### src/rtl/ucng_pkg.sv
// ----------------------------------------------------------------------------
// ucng_pkg
// Types, constants and byte classification helpers shared by the UTF-8
// character n-gram window.
// ----------------------------------------------------------------------------
package ucng_pkg;

	localparam int MAX_GRAM_DEFAULT = 8;
	localparam int GRAM_LIMIT       = 8;
	localparam int QUEUE_DEPTH      = 4;
	localparam int QUEUE_PTR_W      = $clog2(QUEUE_DEPTH);
	localparam int QUEUE_CNT_W      = $clog2(QUEUE_DEPTH + 1);

	localparam logic [3:0] GRAM_SIZE_RESET = 4'd3;
	localparam logic [7:0] SPACE_BYTE      = 8'h20;
	localparam logic [7:0] CONT_MASK       = 8'b1100_0000;
	localparam logic [7:0] CONT_BITS       = 8'b1000_0000;
	localparam logic [7:0] LEAD2_MASK      = 8'b1110_0000;
	localparam logic [7:0] LEAD3_MASK      = 8'b1111_0000;
	localparam logic [7:0] LEAD4_MASK      = 8'b1111_1000;

	// One entry handed from the front end to the window logic: a character, an end-of-text clear, or both.
	typedef struct packed {
		logic        has_char;
		logic        clear;
		logic [2:0]  len;
		logic [31:0] value;
	} char_entry_t;

	typedef enum logic {
		FRONT_BYTE,
		FRONT_TAIL
	} front_state_t;

	typedef enum logic {
		BACK_FETCH,
		BACK_EMIT
	} back_state_t;

	function automatic logic [2:0] lead_length(input logic [7:0] b);
		logic [2:0] len;
		len = 3'd1;
		if ((b & CONT_BITS) == 8'h00) begin
			len = 3'd1;
		end else if ((b & LEAD2_MASK) == CONT_MASK) begin
			len = 3'd2;
		end else if ((b & LEAD3_MASK) == LEAD2_MASK) begin
			len = 3'd3;
		end else if ((b & LEAD4_MASK) == LEAD3_MASK) begin
			len = 3'd4;
		end
		return len;
	endfunction

	function automatic logic is_cont(input logic [7:0] b);
		return (b & CONT_MASK) == CONT_BITS;
	endfunction

	function automatic logic is_ws(input logic [7:0] b);
		return b inside {SPACE_BYTE, [8'h09:8'h0D]};
	endfunction

endpackage

### src/rtl/ucng_queue.sv
// ----------------------------------------------------------------------------
// ucng_queue
// Small first-in first-out buffer of character entries between the byte
// front end and the window logic.
// ----------------------------------------------------------------------------
module ucng_queue import ucng_pkg::*; (
	input  logic        clk,
	input  logic        arst_n,
	input  logic        wr_en,
	input  char_entry_t wr_data,
	output logic        q_full,
	input  logic        rd_en,
	output char_entry_t rd_data,
	output logic        q_empty
);

	char_entry_t                entries_q [QUEUE_DEPTH];
	logic [QUEUE_PTR_W-1:0]     wr_ptr_q;
	logic [QUEUE_PTR_W-1:0]     rd_ptr_q;
	logic [QUEUE_CNT_W-1:0]     count_q;

	assign q_full  = (count_q == QUEUE_CNT_W'(QUEUE_DEPTH));
	assign q_empty = (count_q == '0);
	assign rd_data = entries_q[rd_ptr_q];

	always_ff @(posedge clk) begin
		if (wr_en) begin
			entries_q[wr_ptr_q] <= wr_data;
		end
	end

	always_ff @(posedge clk or negedge arst_n) begin
		if (!arst_n) begin
			wr_ptr_q <= '0;
			rd_ptr_q <= '0;
			count_q  <= '0;
		end else begin
			if (wr_en) begin
				wr_ptr_q <= (wr_ptr_q == QUEUE_PTR_W'(QUEUE_DEPTH - 1)) ? '0 : wr_ptr_q + 1'b1;
			end
			if (rd_en) begin
				rd_ptr_q <= (rd_ptr_q == QUEUE_PTR_W'(QUEUE_DEPTH - 1)) ? '0 : rd_ptr_q + 1'b1;
			end
			if (wr_en && !rd_en) begin
				count_q <= count_q + 1'b1;
			end else if (rd_en && !wr_en) begin
				count_q <= count_q - 1'b1;
			end
		end
	end

endmodule

### src/rtl/ucng_front.sv
// ----------------------------------------------------------------------------
// ucng_front
// Byte front end: assembles UTF-8 characters, collapses whitespace, drops
// malformed characters and replays the trailing bytes of a character cut off
// by the end of the text. Each kept character becomes one queue entry.
// ----------------------------------------------------------------------------
module ucng_front import ucng_pkg::*; (
	input  logic        clk,
	input  logic        arst_n,
	input  logic        push,
	output logic        full,
	input  logic [7:0]  data_byte,
	input  logic        end_of_text,
	input  logic        q_full,
	output logic        ent_push,
	output char_entry_t ent
);

	front_state_t state_q, state_d;
	logic [31:0]  part_q, part_d;
	logic [2:0]   have_q, have_d;
	logic [2:0]   need_q, need_d;
	logic         any_q, any_d;
	logic         prev_sp_q, prev_sp_d;
	logic [7:0]   tb0_q, tb0_d;
	logic [7:0]   tb1_q, tb1_d;
	logic         tail_two_q, tail_two_d;
	logic         tail_i_q, tail_i_d;

	logic         accept;

	assign full   = (state_q != FRONT_BYTE) || q_full;
	assign accept = push && !full;

	always_comb begin
		logic [2:0]  len;
		logic [2:0]  have_n;
		logic [31:0] merged;
		logic        ok;
		logic        kk;
		logic [31:0] kv;
		logic [2:0]  kl;
		logic [7:0]  c;
		logic        done;
		logic        step2;

		len    = 3'd1;
		have_n = 3'd0;
		merged = '0;
		ok     = 1'b0;
		kk     = 1'b0;
		kv     = '0;
		kl     = 3'd1;
		c      = '0;
		done   = 1'b0;
		step2  = 1'b0;

		state_d    = state_q;
		part_d     = part_q;
		have_d     = have_q;
		need_d     = need_q;
		any_d      = any_q;
		prev_sp_d  = prev_sp_q;
		tb0_d      = tb0_q;
		tb1_d      = tb1_q;
		tail_two_d = tail_two_q;
		tail_i_d   = tail_i_q;
		ent_push   = 1'b0;
		ent        = '0;

		case (state_q)
			FRONT_BYTE: begin
				if (accept) begin
					if (need_q == 3'd0) begin
						len = lead_length(data_byte);
						if (len == 3'd1) begin
							if (is_ws(data_byte)) begin
								kk = any_q && !prev_sp_q;
								kv = 32'(SPACE_BYTE);
							end else begin
								kk = 1'b1;
								kv = 32'(data_byte);
							end
						end else begin
							part_d = 32'(data_byte);
							have_d = 3'd1;
							need_d = len;
						end
					end else begin
						merged = part_q | (32'(data_byte) << {have_q[1:0], 3'b000});
						have_n = have_q + 3'd1;
						if (have_n >= need_q) begin
							ok = (need_q <= 3'd1 || is_cont(merged[15:8]))
								&& (need_q <= 3'd2 || is_cont(merged[23:16]))
								&& (need_q <= 3'd3 || is_cont(merged[31:24]));
							kk     = ok;
							kv     = merged;
							kl     = need_q;
							part_d = '0;
							have_d = 3'd0;
							need_d = 3'd0;
						end else begin
							part_d = merged;
							have_d = have_n;
						end
					end

					if (kk) begin
						ent.has_char = 1'b1;
						ent.value    = kv;
						ent.len      = kl;
						ent_push     = 1'b1;
						any_d        = 1'b1;
						prev_sp_d    = (kl == 3'd1) && (kv == 32'(SPACE_BYTE));
					end

					if (end_of_text) begin
						part_d = '0;
						have_d = 3'd0;
						need_d = 3'd0;
						if (need_q != 3'd0 && have_n < need_q) begin
							// The lead byte is dropped; its followers are replayed.
							tb0_d      = merged[15:8];
							tb1_d      = merged[23:16];
							tail_two_d = (have_n == 3'd3);
							tail_i_d   = 1'b0;
							state_d    = FRONT_TAIL;
						end else begin
							ent.clear = 1'b1;
							ent_push  = 1'b1;
							any_d     = 1'b0;
							prev_sp_d = 1'b0;
						end
					end
				end
			end
			FRONT_TAIL: begin
				if (!q_full) begin
					c   = tail_i_q ? tb1_q : tb0_q;
					len = lead_length(c);
					if (len == 3'd1) begin
						if (is_ws(c)) begin
							kk = any_q && !prev_sp_q;
							kv = 32'(SPACE_BYTE);
						end else begin
							kk = 1'b1;
							kv = 32'(c);
						end
					end else if (len == 3'd2 && !tail_i_q && tail_two_q) begin
						step2 = 1'b1;
						kk    = is_cont(tb1_q);
						kv    = {16'h0000, tb1_q, tb0_q};
						kl    = 3'd2;
					end
					done = step2 || tail_i_q || !tail_two_q;

					ent.has_char = kk;
					ent.value    = kv;
					ent.len      = kl;
					ent.clear    = done;
					ent_push     = 1'b1;
					if (kk) begin
						any_d     = 1'b1;
						prev_sp_d = (kl == 3'd1) && (kv == 32'(SPACE_BYTE));
					end
					if (done) begin
						any_d     = 1'b0;
						prev_sp_d = 1'b0;
						state_d   = FRONT_BYTE;
					end else begin
						tail_i_d = 1'b1;
					end
				end
			end
			default: begin
				state_d = FRONT_BYTE;
			end
		endcase
	end

	always_ff @(posedge clk or negedge arst_n) begin
		if (!arst_n) begin
			state_q    <= FRONT_BYTE;
			part_q     <= '0;
			have_q     <= '0;
			need_q     <= '0;
			any_q      <= 1'b0;
			prev_sp_q  <= 1'b0;
			tail_two_q <= 1'b0;
			tail_i_q   <= 1'b0;
		end else begin
			state_q    <= state_d;
			part_q     <= part_d;
			have_q     <= have_d;
			need_q     <= need_d;
			any_q      <= any_d;
			prev_sp_q  <= prev_sp_d;
			tail_two_q <= tail_two_d;
			tail_i_q   <= tail_i_d;
		end
	end

	always_ff @(posedge clk) begin
		tb0_q <= tb0_d;
		tb1_q <= tb1_d;
	end

endmodule

### src/rtl/ucng_back.sv
// ----------------------------------------------------------------------------
// ucng_back
// Window logic: enters each character into a ring of the latest MAX_GRAM
// characters and streams the newest n-gram out through an output register.
// ----------------------------------------------------------------------------
module ucng_back import ucng_pkg::*; #(
	parameter int MAX_GRAM = MAX_GRAM_DEFAULT
) (
	input  logic        clk,
	input  logic        arst_n,
	input  logic [3:0]  gram_size,
	input  logic        q_empty,
	input  char_entry_t q_data,
	output logic        q_pop,
	output logic        empty,
	input  logic        pop,
	output logic [31:0] char_value,
	output logic [2:0]  char_bytes,
	output logic [2:0]  position_in_gram,
	output logic        last_of_gram
);

	localparam int HW = (MAX_GRAM > 1) ? $clog2(MAX_GRAM) : 1;
	localparam int FW = $clog2(MAX_GRAM + 1);

	back_state_t   state_q;
	logic [31:0]   ring_val_q [MAX_GRAM];
	logic [2:0]    ring_len_q [MAX_GRAM];
	logic [HW-1:0] head_q;
	logic [FW-1:0] fill_q;
	logic [HW-1:0] rd_q;
	logic [3:0]    g_q;
	logic [2:0]    p_q;
	logic          clr_q;
	logic          out_v_q;

	logic [3:0]    g_eff;
	logic [HW-1:0] head_n;
	logic [FW-1:0] fill_n;
	logic [4:0]    start_slot;
	logic          load;
	logic          is_last;

	// Out-of-range sizes: zero acts as one, and the size is capped by the ring and by GRAM_LIMIT.
	always_comb begin
		g_eff = (gram_size == 4'd0) ? 4'd1 : gram_size;
		if ({1'b0, g_eff} > 5'(MAX_GRAM)) begin
			g_eff = 4'(MAX_GRAM);
		end
		if (g_eff > 4'(GRAM_LIMIT)) begin
			g_eff = 4'(GRAM_LIMIT);
		end
	end

	assign head_n = (head_q == HW'(MAX_GRAM - 1)) ? '0 : head_q + 1'b1;
	assign fill_n = (fill_q < FW'(MAX_GRAM)) ? fill_q + 1'b1 : fill_q;

	always_comb begin
		if (5'(head_n) >= 5'(g_eff)) begin
			start_slot = 5'(head_n) - 5'(g_eff);
		end else begin
			start_slot = 5'(head_n) + 5'(MAX_GRAM) - 5'(g_eff);
		end
	end

	assign q_pop   = (state_q == BACK_FETCH) && !q_empty;
	assign load    = (state_q == BACK_EMIT) && (!out_v_q || pop);
	assign is_last = ({1'b0, p_q} == g_q - 4'd1);
	assign empty   = !out_v_q;

	always_ff @(posedge clk) begin
		if (q_pop && q_data.has_char) begin
			ring_val_q[head_q] <= q_data.value;
			ring_len_q[head_q] <= q_data.len;
		end
		if (load) begin
			char_value       <= ring_val_q[rd_q];
			char_bytes       <= ring_len_q[rd_q];
			position_in_gram <= p_q;
			last_of_gram     <= is_last;
		end
	end

	always_ff @(posedge clk or negedge arst_n) begin
		if (!arst_n) begin
			state_q <= BACK_FETCH;
			head_q  <= '0;
			fill_q  <= '0;
			rd_q    <= '0;
			g_q     <= '0;
			p_q     <= '0;
			clr_q   <= 1'b0;
			out_v_q <= 1'b0;
		end else begin
			case (state_q)
				BACK_FETCH: begin
					if (q_pop) begin
						if (q_data.has_char && (5'(fill_n) >= 5'(g_eff))) begin
							head_q  <= head_n;
							fill_q  <= fill_n;
							state_q <= BACK_EMIT;
							rd_q    <= HW'(start_slot);
							g_q     <= g_eff;
							p_q     <= '0;
							clr_q   <= q_data.clear;
						end else if (q_data.clear) begin
							head_q <= '0;
							fill_q <= '0;
						end else if (q_data.has_char) begin
							head_q <= head_n;
							fill_q <= fill_n;
						end
					end
				end
				BACK_EMIT: begin
					if (load) begin
						rd_q <= (rd_q == HW'(MAX_GRAM - 1)) ? '0 : rd_q + 1'b1;
						p_q  <= p_q + 1'b1;
						if (is_last) begin
							state_q <= BACK_FETCH;
							if (clr_q) begin
								head_q <= '0;
								fill_q <= '0;
							end
						end
					end
				end
				default: begin
					state_q <= BACK_FETCH;
				end
			endcase

			if (load) begin
				out_v_q <= 1'b1;
			end else if (pop) begin
				out_v_q <= 1'b0;
			end
		end
	end

endmodule

### src/rtl/utf8_char_ngram_window.sv
// ----------------------------------------------------------------------------
// utf8_char_ngram_window
// Streams UTF-8 text byte by byte and emits character n-grams.
// ----------------------------------------------------------------------------
// Input side is a queue write port: present data_byte and end_of_text with
// push, and the byte is taken on a clock edge where full is low. Results come
// out of a queue read port: while empty is low, the oldest character of the
// current n-gram is on char_value, char_bytes, position_in_gram and
// last_of_gram, and pop takes it. gram_size is written through cfg_we and
// cfg_wdata; the user must write it only while the block is idle, which the
// block itself does not enforce; reset sets it to 3. The front end takes
// one byte per cycle while its four-entry character queue has room and no
// cut-off character is being replayed; a character cut off by end_of_text
// has its trailing bytes replayed while full is held high. The window logic
// takes no new character while it emits an n-gram. A character completing
// an n-gram passes through the queue, the ring and the output register before
// empty falls. When the receiver stalls, the output register holds, the window logic
// waits, the queue fills and then full rises. Reset clears the window, the
// queue and any partial character.
// ----------------------------------------------------------------------------
module utf8_char_ngram_window import ucng_pkg::*; #(
	parameter int MAX_GRAM = MAX_GRAM_DEFAULT
) (
	input  logic        clk,
	input  logic        arst_n,
	input  logic        cfg_we,
	input  logic [3:0]  cfg_wdata,
	input  logic        push,
	output logic        full,
	input  logic [7:0]  data_byte,
	input  logic        end_of_text,
	output logic        empty,
	input  logic        pop,
	output logic [31:0] char_value,
	output logic [2:0]  char_bytes,
	output logic [2:0]  position_in_gram,
	output logic        last_of_gram
);

	logic [3:0]  gram_size_q;
	logic        ent_push;
	char_entry_t ent;
	logic        q_full;
	logic        q_empty;
	logic        q_pop;
	char_entry_t q_data;

	always_ff @(posedge clk or negedge arst_n) begin
		if (!arst_n) begin
			gram_size_q <= GRAM_SIZE_RESET;
		end else if (cfg_we) begin
			gram_size_q <= cfg_wdata;
		end
	end

	ucng_front u_front (
		.clk         (clk),
		.arst_n      (arst_n),
		.push        (push),
		.full        (full),
		.data_byte   (data_byte),
		.end_of_text (end_of_text),
		.q_full      (q_full),
		.ent_push    (ent_push),
		.ent         (ent)
	);

	ucng_queue u_queue (
		.clk     (clk),
		.arst_n  (arst_n),
		.wr_en   (ent_push),
		.wr_data (ent),
		.q_full  (q_full),
		.rd_en   (q_pop),
		.rd_data (q_data),
		.q_empty (q_empty)
	);

	ucng_back #(
		.MAX_GRAM (MAX_GRAM)
	) u_back (
		.clk              (clk),
		.arst_n           (arst_n),
		.gram_size        (gram_size_q),
		.q_empty          (q_empty),
		.q_data           (q_data),
		.q_pop            (q_pop),
		.empty            (empty),
		.pop              (pop),
		.char_value       (char_value),
		.char_bytes       (char_bytes),
		.position_in_gram (position_in_gram),
		.last_of_gram     (last_of_gram)
	);

endmodule
### config.mk
export PLATFORM = sky130hd
export DESIGN_NAME = utf8_char_ngram_window
export DESIGN_NICKNAME = d
export VERILOG_FILES = /design/src/rtl/ucng_pkg.sv /design/src/rtl/ucng_queue.sv /design/src/rtl/ucng_front.sv /design/src/rtl/ucng_back.sv /design/src/rtl/utf8_char_ngram_window.sv
export SDC_FILE = /design/constraint.sdc
export NUM_CORES = 1
export LEC_CHECK = 0
export BUFFER_PORTS_ARGS = -buffer_cell sky130_fd_sc_hd__buf_4
export CAP_MARGIN = 5
export CORE_UTILIZATION = 67
export DETAILED_ROUTE_END_ITERATION = 8
export GPL_ROUTABILITY_DRIVEN = 1
export PLACE_DENSITY = 0.86
export REMOVE_ABC_BUFFERS = 1
export SKIP_LAST_GASP = 1
export SLEW_MARGIN = 40
export SYNTH_ARGS = -nofsm -noshare
export SYNTH_HDL_FRONTEND = slang
export SYNTH_HIERARCHICAL = 1
export SYNTH_SLANG_ARGS = --single-unit
### constraint.sdc
create_clock -name clk -period 9.4 [get_ports clk]
set_input_delay 0.94 -clock clk [delete_from_list [all_inputs] [get_ports clk]]
set_output_delay 0.94 -clock clk [all_outputs]
set_load 0.01 [all_outputs]
==> results of run 1 <==
worst min path at each step:
stage | from | to | slack [ns] | cells after the start
2_1_floorplan | u_queue/count_q[2] | u_queue/count_q[2] | 0.46 | 1
3_3_place_gp | u_queue/count_q[2] | u_queue/count_q[2] | 0.48 | 1
3_5_place_dp | u_back/clr_q | u_back/clr_q | 0.49 | 1
4_1_cts | arst_n | u_front/part_q[18] | 0.41 | 1
5_1_grt | arst_n | u_front/part_q[22] | 0.44 | 1
6_report | arst_n | u_front/part_q[18] | 0.39 | 1
worst register-to-register path: stages (launching register included):
cell and delay (ns):
dfrtp_1 0.57, ha_1 0.31, xor2_1 0.18, ha_1 0.30, nand2_1 0.06, o21ai_0 0.51, o2111ai_1 0.35, nand2_1 0.26
o21ai_0 0.11, a21oi_1 0.46, ha_1 0.28, inv_1 0.06, fa_1 0.37, xor2_1 0.15, nor2_1 0.12, xor2_1 0.17
synth_stat cells, drive strengths merged (6+ instances only):
library cell	instances
clkbuf	33
o211ai	6
a22o	15
xor2	6
nand3	8
dfrtp	72
o21a	6
edfxtp	483
buf	30
nand2b	17
a22oi	6
nor2	99
o21ai	40
mux2	51
and2	12
inv	28
nand2	43
nor4	13
a21oi	61
xnor2	6
a31oi	6
o22ai	10
mux4	107
ha	24
nor3	15
registers in the layout, indices dropped and copies added, names as in the netlist, 2 cells and up:
register and flops:
u_back/ring_val_q 256, u_back/fill_q 4, u_back/position_in_gram 3, u_back/head_q 3, u_front/need_q 3, u_back/ring_len_q 24, u_queue/wr_ptr_q 2, u_back/p_q 3
u_queue/count_q 3, u_front/tb1_q 8, gram_size_q 4, u_queue/rd_ptr_q 2, u_front/have_q 3, u_queue/entries_q 148, u_back/char_bytes 3, u_back/rd_q 3
u_front/part_q 32, u_back/char_value 32, u_back/g_q 4, u_front/tb0_q 8
per-layer routing:
metal  global-route usage  part of all wire  vias to the layer above
li1                     -                 -                     5306
met2                0.501              0.50                      804
met4                0.113             0.038                        0
met5                    0                 0                        -
met1                0.430              0.38                     6473
met3               0.0552             0.084                      170
metrics by stage:
| stage | total power, W | std cells | area, µm² | worst slack [ns] |
|---|---|---|---|---|
| 2_1_floorplan | 0.00425 | 1216 | 22600 | 3.95 |
| 3_3_place_gp | 0.00469 | 1743 | 23800 | 5.35 |
| 3_5_place_dp | 0.00478 | 1743 | 23900 | 5.14 |
| 4_1_cts | 0.00693 | 1834 | 25600 | 5.13 |
| 5_1_grt | 0.00715 | 1834 | 25600 | 4.71 |
| 6_report | 0.00692 | 1834 | 25600 | 5.07 |
power by group:
group	internal [W]	switching, W	total, W
logic	0.000613	0.000921	0.00153
registers	0.00311	0.000172	0.00328
clock network	0.00122	0.000888	0.00211
cell type report:
class                   count  area share
clock buffers              69      0.0554
clock inverters            22      0.0101
inverters                  28     0.00411
multi-input cells         631       0.244
flip-flops and latches    557       0.640
well taps                 448      0.0219
repair buffers             79      0.0238
kinds of logic (layout without fill, tap and decap cells):
group,after synthesis,count (layout),share of synthesized area
compound gates,195,195,0.0561
xor+xnor,12,12,0.00457
fa+ha+maj,26,26,0.0148
buf+inv,91,198,0.0203
flops,557,557,0.712
mux,160,160,0.142
simple gates,238,238,0.0505
==> flow_summary.toml, run 1 <==
[critical_path]
cp_top_family = "compound AO/OA/AOI/OAI gates"
crit_type = "register to register"
worstPathCellList = "ha_1 > xor2_1 > ha_1 > nand2_1 > o21ai_0 > o2111ai_1 > nand2_1 > o21ai_0 > a21oi_1 > ha_1 > inv_1 > fa_1 > xor2_1 > nor2_1 > xor2_1"
crit_start = "u_front/have_q[0]"
timing.rr.start = "u_front/have_q[0]"
critical_path_required_ns = 9.87
slowest_delay_ns = 0.57
cp_num_buf_inv = 1
rr_worst_depth = 15
crit_fanout = 17
cp.depth = 15
r2r-end = "u_queue/count_q[2]"
worst-r2r-setup-slack_ns = 5.07
crit_end = "u_queue/count_q[2]"
slowest_stage = "dfrtp_1"
cp-start-kind = "register"
crit_path_end_kind = "register"
arrival_ns = 4.80

[die]
die_area_um2 = 35000
die_h_um = 187
coreArea_um2 = 33600
die_w_um = 187
ios = 59
start_util = 0.684
num_rows = 67

[final_layout]
n_antenna_cell = 0
areaGrowthSynthToFinish_pct = 11.2
final_common_cell = "edfxtp_1"
fin_util = 0.760
multi_input_area_um2 = 6250
seqCellArea_um2 = 16400
layout-drive-gt1-share = 0.199
layout_common_cells = "edfxtp_1, nor2_1, buf_4"
n_fill_cell = 1767
nNetsFinal = 1393

[grt]
grt_start_max_net_pins = 75
antenna_found_initial = 0
grt_overflow = 0
grt_pass1_vias = 12915
grt_pass1_wl_um = 80100
grt_use_total = 0.309

[power]
vdd_drop_max_uv = 222
p_leak_nw = 8.83
p_per_area_nw_per_um2 = 271

[sta]
min_period_over_period = 0.461
fmax_ghz = 0.231
max-slew-margin-rel = 0.459
setup_violations = 0
tightest_slew_ns = 0.812
whs_ns = 0.395
hold_viol_final = 0
finalCriticalPeriod_ns = 4.33
finalSetupTns_ns = 0
rsz0062_at_grt = "no"
skew_ns = 0.0241
finalMaxSlewViolations = 0

[place]
gp_routability_congestion = 0.970
dpl.hpwl_um = 27400
numPortBuffers = 58

[clock_tree]
cts_setup_buffers = 0
tritoncts = "done"
root_buffer = "clkbuf_16"
cts_resized = 0
hold_buffers = 0
clock_latency_ns = 0.57
cts.sinks = 557
h-tree-depth = 2
cts_max_path_buffers = 3
cts-buffers-inserted = 52
clkTransAtPathRegs_ns = 0.06

[synth]
ys_top_cells_by_area = "edfxtp_1, mux4_1, dfrtp_1, mux4_2, mux2_2"
synth_edf_count = 483
yosysSeqAreaShare = 0.712
synth_seq_cells = 557
avgSynthCellArea_um2 = 18.0
netlist.area_leader.share = 0.631
synth_warnings = 6
synth_flop_cell = "edfxtp_1"
syn_inst = 1279
synth.distinct_cells = 73
synth_area_leader_cell = "edfxtp_1"
postSynth.asyncResetShare = 0.133
syn_area_um2 = 23000

[detailed_routing]
routed_wl_um = 52700
route.detailed.wl_per_inst_um = 28.7
ant_nets = 0
drc = 4
first_iter_violations = 1636
drtPass1Iterations = 9
viasPerCell = 6.95
vias = 12753

[worst_hold_path]
holdCritPathClass = "input pin to async pin"

[outcome]
violations = "design-rule violations"
status = "complete, but fails checks"

[run]
cap_violations = 0
Power figures use the tool's default switching activity.
==> run 2, diff against run 1 <==
CORE_UTILIZATION = 56   (was 67)
PLACE_DENSITY = 0.77   (was 0.86)
clock period = 3.9 ns   (was 9.4 ns; I/O delays follow)
==> run 2 against run 1 <==
Critical endpoint unchanged. Non-clock buffer count grew 11. Largest cell class unchanged. Final cell count grew 5.2%. Critical path depth is the same. Sequential power grew 140%. Count of clock-buffer cells in the layout is the same. The run now ends clean. Clock power grew 140%. Die area grew 19%.
==> flow_summary.toml, run 2 (synthesis gave the netlist of run 1 again) <==
[outcome]
status = "finished clean"

[detailed_routing]
route.detailed.wl_per_inst_um = 24.0
drtPass1Iterations = 5
ant_nets = 0
drc = 0
vias = 12064
first_iter_violations = 1205
routed_wl_um = 46300
viasPerCell = 6.25

[critical_path]
cp-start-kind = "register"
crit_fanout = 12
worst-r2r-setup-slack_ns = 0.40
slowest_stage = "dfrtp_1"
critical_path_required_ns = 4.41
crit_path_end_kind = "register"
worstPathCellList = "ha_1 > xor2_1 > ha_1 > nand2_1 > o21ai_0 > o2111ai_1 > nand2_1 > o21ai_0 > a21oi_1 > ha_1 > inv_1 > fa_1 > xor2_1 > nor2_1 > xor2_1"
crit_type = "register to register"
arrival_ns = 4.01
rr_worst_depth = 15
slowest_delay_ns = 0.49
timing.rr.start = "u_front/have_q[0]"
r2r-end = "u_queue/count_q[2]"

[power]
vdd_drop_max_uv = 362
p_per_area_nw_per_um2 = 642
p_leak_nw = 8.91

[final_layout]
fin_util = 0.645
areaGrowthSynthToFinish_pct = 12.5
largest_reg_flops = 256
layout-drive-gt1-share = 0.209
seqCellArea_um2 = 16400
largestRegisters = "u_back/ring_val_q: 256 flops, u_queue/entries_q: 148 flops"
final_cells = 1929
n_antenna_cell = 0
largest-register = "u_back/ring_val_q"
nNetsFinal = 1405
n_fill_cell = 2599
multi_input_area_um2 = 6250
layout_common_cells = "edfxtp_1, nor2_1, buf_4"
design_area_um2 = 25800
final_common_cell = "edfxtp_1"

[grt]
grt_pass1_wl_um = 71000
grt_start_max_net_pins = 75
antenna_found_initial = 0
grt_overflow = 0
grt_pass1_vias = 12167
grt_use_total = 0.229

[die]
die_h_um = 205
ios = 59
die_w_um = 205
start_util = 0.573
num_rows = 73
coreArea_um2 = 40100
die_area_um2 = 41900

[sta]
tightest_slew_ns = 0.765
finalMaxSlewViolations = 0
fmax_ghz = 0.286
min_period_over_period = 0.898
hold_viol_final = 0
finalCriticalPeriod_ns = 3.50
rsz0062_at_grt = "no"
max-slew-margin-rel = 0.484
setup_violations = 0
skew_ns = 0.0188

[place]
gp_routability_congestion = 0.947
numPortBuffers = 58
dp_cells = 1830
placed_cell_area_um2 = 24100
dpl.hpwl_um = 26700

[clock_tree]
tritoncts = "done"
cts-buffers-inserted = 53
clkTransAtPathRegs_ns = 0.06
clock_latency_ns = 0.60
cts_max_path_buffers = 3
root_buffer = "clkbuf_16"
h-tree-depth = 2
cts.sinks = 557

[worst_hold_path]
holdPathStages = 2
worstHoldStart = "cfg_wdata[3]"
whs_endpoint = "gram_size_q[3]"
holdCritPathClass = "input pin to register"

[run]
cap_violations = 0
## run 2: layer usage
layer | part of all wire | GRT usage | routed length, µm
met3 | 0.072 | 0.0401 | 3320
met1 | 0.42 | 0.319 | 19200
met4 | 0.026 | 0.0736 | 1190
met5 | 0 | 0 | 0
met2 | 0.49 | 0.370 | 22500
## run 2: final cells by class
type / instances / area share
clock buffers: 69 / 0.0552
clock inverters: 29 / 0.0114
inverters: 28 / 0.00407
multi-input cells: 631 / 0.242
flip-flops and latches: 557 / 0.633
well taps: 525 / 0.0254
repair buffers: 90 / 0.0289
## run 2: per-stage QoR
| stage | setup slack, ns | hold WS [ns] | TNS, ns | power (W) |
|---|---|---|---|---|
| after detailed placement | 0.439 | 0.452 | 0 | 0.0116 |
| after global routing | 0.0177 | 0.0222 | 0 | 0.0173 |
| final | 0.399 | 0.0329 | 0 | 0.0166 |
| after global placement | 0.517 | 0.475 | 0 | 0.0115 |
| after floorplan | -1.55 | 0.0944 | -281.26 | 0.0102 |
| after CTS | 0.416 | 0.00152 | 0 | 0.0167 |
## run 2: how the worst max path moves through the flow
stage / startpoint / to / slack (ns) / depth (start not counted)
final: u_front/have_q[0] / u_queue/count_q[2] / 0.40 / 15
after global routing: u_front/have_q[0] / u_queue/count_q[2] / 0.02 / 15
after CTS: u_front/have_q[0] / u_queue/count_q[2] / 0.42 / 15
after detailed placement: u_front/have_q[0] / u_queue/count_q[2] / 0.44 / 15
after global placement: u_front/have_q[0] / u_queue/count_q[2] / 0.52 / 15
after floorplan: u_queue/rd_ptr_q[0] / u_back/ring_len_q[0][0] / -1.55 / 5
## run 2: critical path, delay by kind of cell, from the launching register on
family | cells | cell delay [ns]
AOI/OAI and AO/OA | 4 | 0.80
xor gates and xnor gates | 3 | 0.50
adders and majority gates | 4 | 1.17
buffers and inverters | 1 | 0.06
DFF | 1 | 0.49
and+or+nand+nor | 3 | 0.40
## run 2: power breakdown
group / internal, W / switching (W)
Combinational: 0.00156 / 0.00202
Clock: 0.00292 / 0.00215
Sequential: 0.00748 / 0.000452
Total: 0.0120 / 0.00463
## run 2: timing repair
action	CTS	global route
hold buffers	1	0
setup buffers	0	0
hold endpoints to repair	72	0
resized for setup	0	0
==> run 3, diff against run 2 <==
CELL_PAD_IN_SITES_DETAIL_PLACEMENT = 1   (was unset)
CELL_PAD_IN_SITES_GLOBAL_PLACEMENT = 1   (was unset)
CORE_UTILIZATION = 49   (was 56)
==> run 3 against run 2 <==
Die area is 14% higher. Register-to-register slack worse by 0.09 ns. Sequential share of layout area fell by 0.83 points. Clock skew up 0.0039 ns. Largest cell class unchanged. Via count increased by 1.4%. Count of clock-buffer cells in the layout fell by 4. Utilization fell by 7.2 points. Setup slack lost 0.088 ns. Fmax decreased by 2.4%. Wire length is 11% higher. Total power up 4.0%. Final cell count is 4.3% higher.
==> flow_summary.toml, run 3 (synthesis gave the netlist of run 1 again) <==
[clock_tree]
cts_setup_buffers = 0
cts_max_path_buffers = 3
cts.sinks = 557
tritoncts = "done"
clock_latency_ns = 0.62
clkTransAtPathRegs_ns = 0.06
cts-buffers-inserted = 56
h-tree-depth = 2
root_buffer = "clkbuf_16"

[sta]
rsz0062_at_grt = "no"
skew_ns = 0.0227
finalMaxSlewViolations = 0
tightest_slew_ns = 0.866
setup_slack_ns = 0.311
min_period_over_period = 0.920
hold_viol_final = 0
max-slew-margin-rel = 0.423
finalCriticalPeriod_ns = 3.59
finalSetupTns_ns = 0
setup_violations = 0
fmax_ghz = 0.279

[die]
die_h_um = 219
die_area_um2 = 47800
die_w_um = 219
num_rows = 78
coreArea_um2 = 45800
ios = 59
start_util = 0.502

[detailed_routing]
drc = 0
vias = 12237
first_iter_violations = 951
routed_wl_um = 51500
drtPass1Iterations = 5
viasPerCell = 6.09
route.detailed.wl_per_inst_um = 25.6
ant_nets = 0

[final_layout]
layout_common_cells = "edfxtp_1, nor2_1, buf_4"
largest-register = "u_back/ring_val_q"
largest_reg_flops = 256
n_antenna_cell = 0
seqCellArea_um2 = 16400
final_cells = 2011
layout-drive-gt1-share = 0.219
nNetsFinal = 1409
final_common_cell = "edfxtp_1"
areaGrowthSynthToFinish_pct = 14.0
n_fill_cell = 4019
largestRegisters = "u_back/ring_val_q: 256 flops, u_queue/entries_q: 148 flops"
multi_input_area_um2 = 6240

[place]
dp_cells = 1906
numPortBuffers = 58
dpl.hpwl_um = 31500
gp_routability_congestion = 0.925
preCtsSetupSlack_ns = 0.383

[critical_path]
critical_path_required_ns = 4.43
arrival_ns = 4.11
rr_worst_depth = 15
crit_type = "register to register"
cp-start-kind = "register"
crit_path_end_kind = "register"
crit_fanout = 15

[worst_hold_path]
holdCritPathClass = "input pin to register"
holdPathStages = 2

[outcome]
status = "finished clean"

[power]
p_leak_nw = 9.02
p_per_area_nw_per_um2 = 659
vdd_drop_max_uv = 510
finalPower_w = 0.0173

[grt]
antenna_found_initial = 0
grt_overflow = 0
grt_start_max_net_pins = 75
grt_pass1_vias = 13116
grt_pass1_wl_um = 79300
grt_use_total = 0.223

[run]
cap_violations = 0
[run 3: cell types whose count changed in the layout (fill, tap and decap cells not counted), sizes merged]
cell | before | now
bufinv | 5 | 9
clkbuf | 69 | 65
clkinv | 19 | 22
clkinvlp | 4 | 6
buf | 89 | 90
inv | 29 | 30
[run 3: critical path: stages (launching register included)]
cell and delay [ns]:
dfrtp_1 0.53, ha_1 0.28, xor2_1 0.19, ha_1 0.31
nand2_1 0.08, o21ai_0 0.29, o2111ai_1 0.28, nand2_1 0.15
o21ai_0 0.08, a21oi_1 0.21, ha_1 0.22, inv_1 0.07
fa_1 0.39, xor2_1 0.16, nor2_1 0.11, xor2_1 0.16
[run 3: final cells by class]
class / count / area share
repair buffers: 91 / 0.0303
flip-flops and latches: 557 / 0.625
clock buffers: 65 / 0.0564
multi-input cells: 631 / 0.238
well taps: 600 / 0.0287
clock inverters: 39 / 0.0172
inverters: 28 / 0.00401
[run 3: path summary, 6_finish.rpt]
kind	from	to	slack [ns]
worst max-delay path	u_front/have_q[1]	u_queue/count_q[2]	0.31
worst min-delay path	cfg_wdata[1]	gram_size_q[1]	0.03
worst max register to register	u_front/have_q[1]	u_queue/count_q[2]	0.31
worst min register to register	u_queue/count_q[2]	u_queue/count_q[2]	0.49
max in group asynchronous	arst_n	u_front/have_q[0]	2.98
min in group asynchronous	arst_n	u_back/g_q[3]	0.38
[run 3: stage by stage]
stage               instance area [µm²]  utilization  hold slack [ns]
floorplan                         22600            -           0.0944
global placement                  24200        0.529            0.476
detailed placement                24200        0.529            0.477
CTS                               26200        0.572          0.00208
global route                      26200        0.572           0.0231
finish                            26200        0.572           0.0284
[run 3: layer usage]
metal	vias to the layer above	wire [µm]	track usage
li1	5350	-	-
met1	6408	21500	0.293
met2	391	26100	0.383
met3	88	2540	0.0319
met4	0	1380	0.0734
met5	-	0	0
[run 3: repair_timing]
item,4_1_cts,5_1_grt
resized for setup,0,1
hold buffers,1,0
endpoints found under the setup margin,0,1
endpoints found under the hold margin,72,0
[run 3: power by group]
| group | switching (W) | internal (W) | total, W |
|---|---|---|---|
| registers | 0.000472 | 0.00748 | 0.00795 |
| logic | 0.00212 | 0.00161 | 0.00372 |
| clock network | 0.00226 | 0.00332 | 0.00557 |
| total | 0.00485 | 0.0124 | 0.0173 |
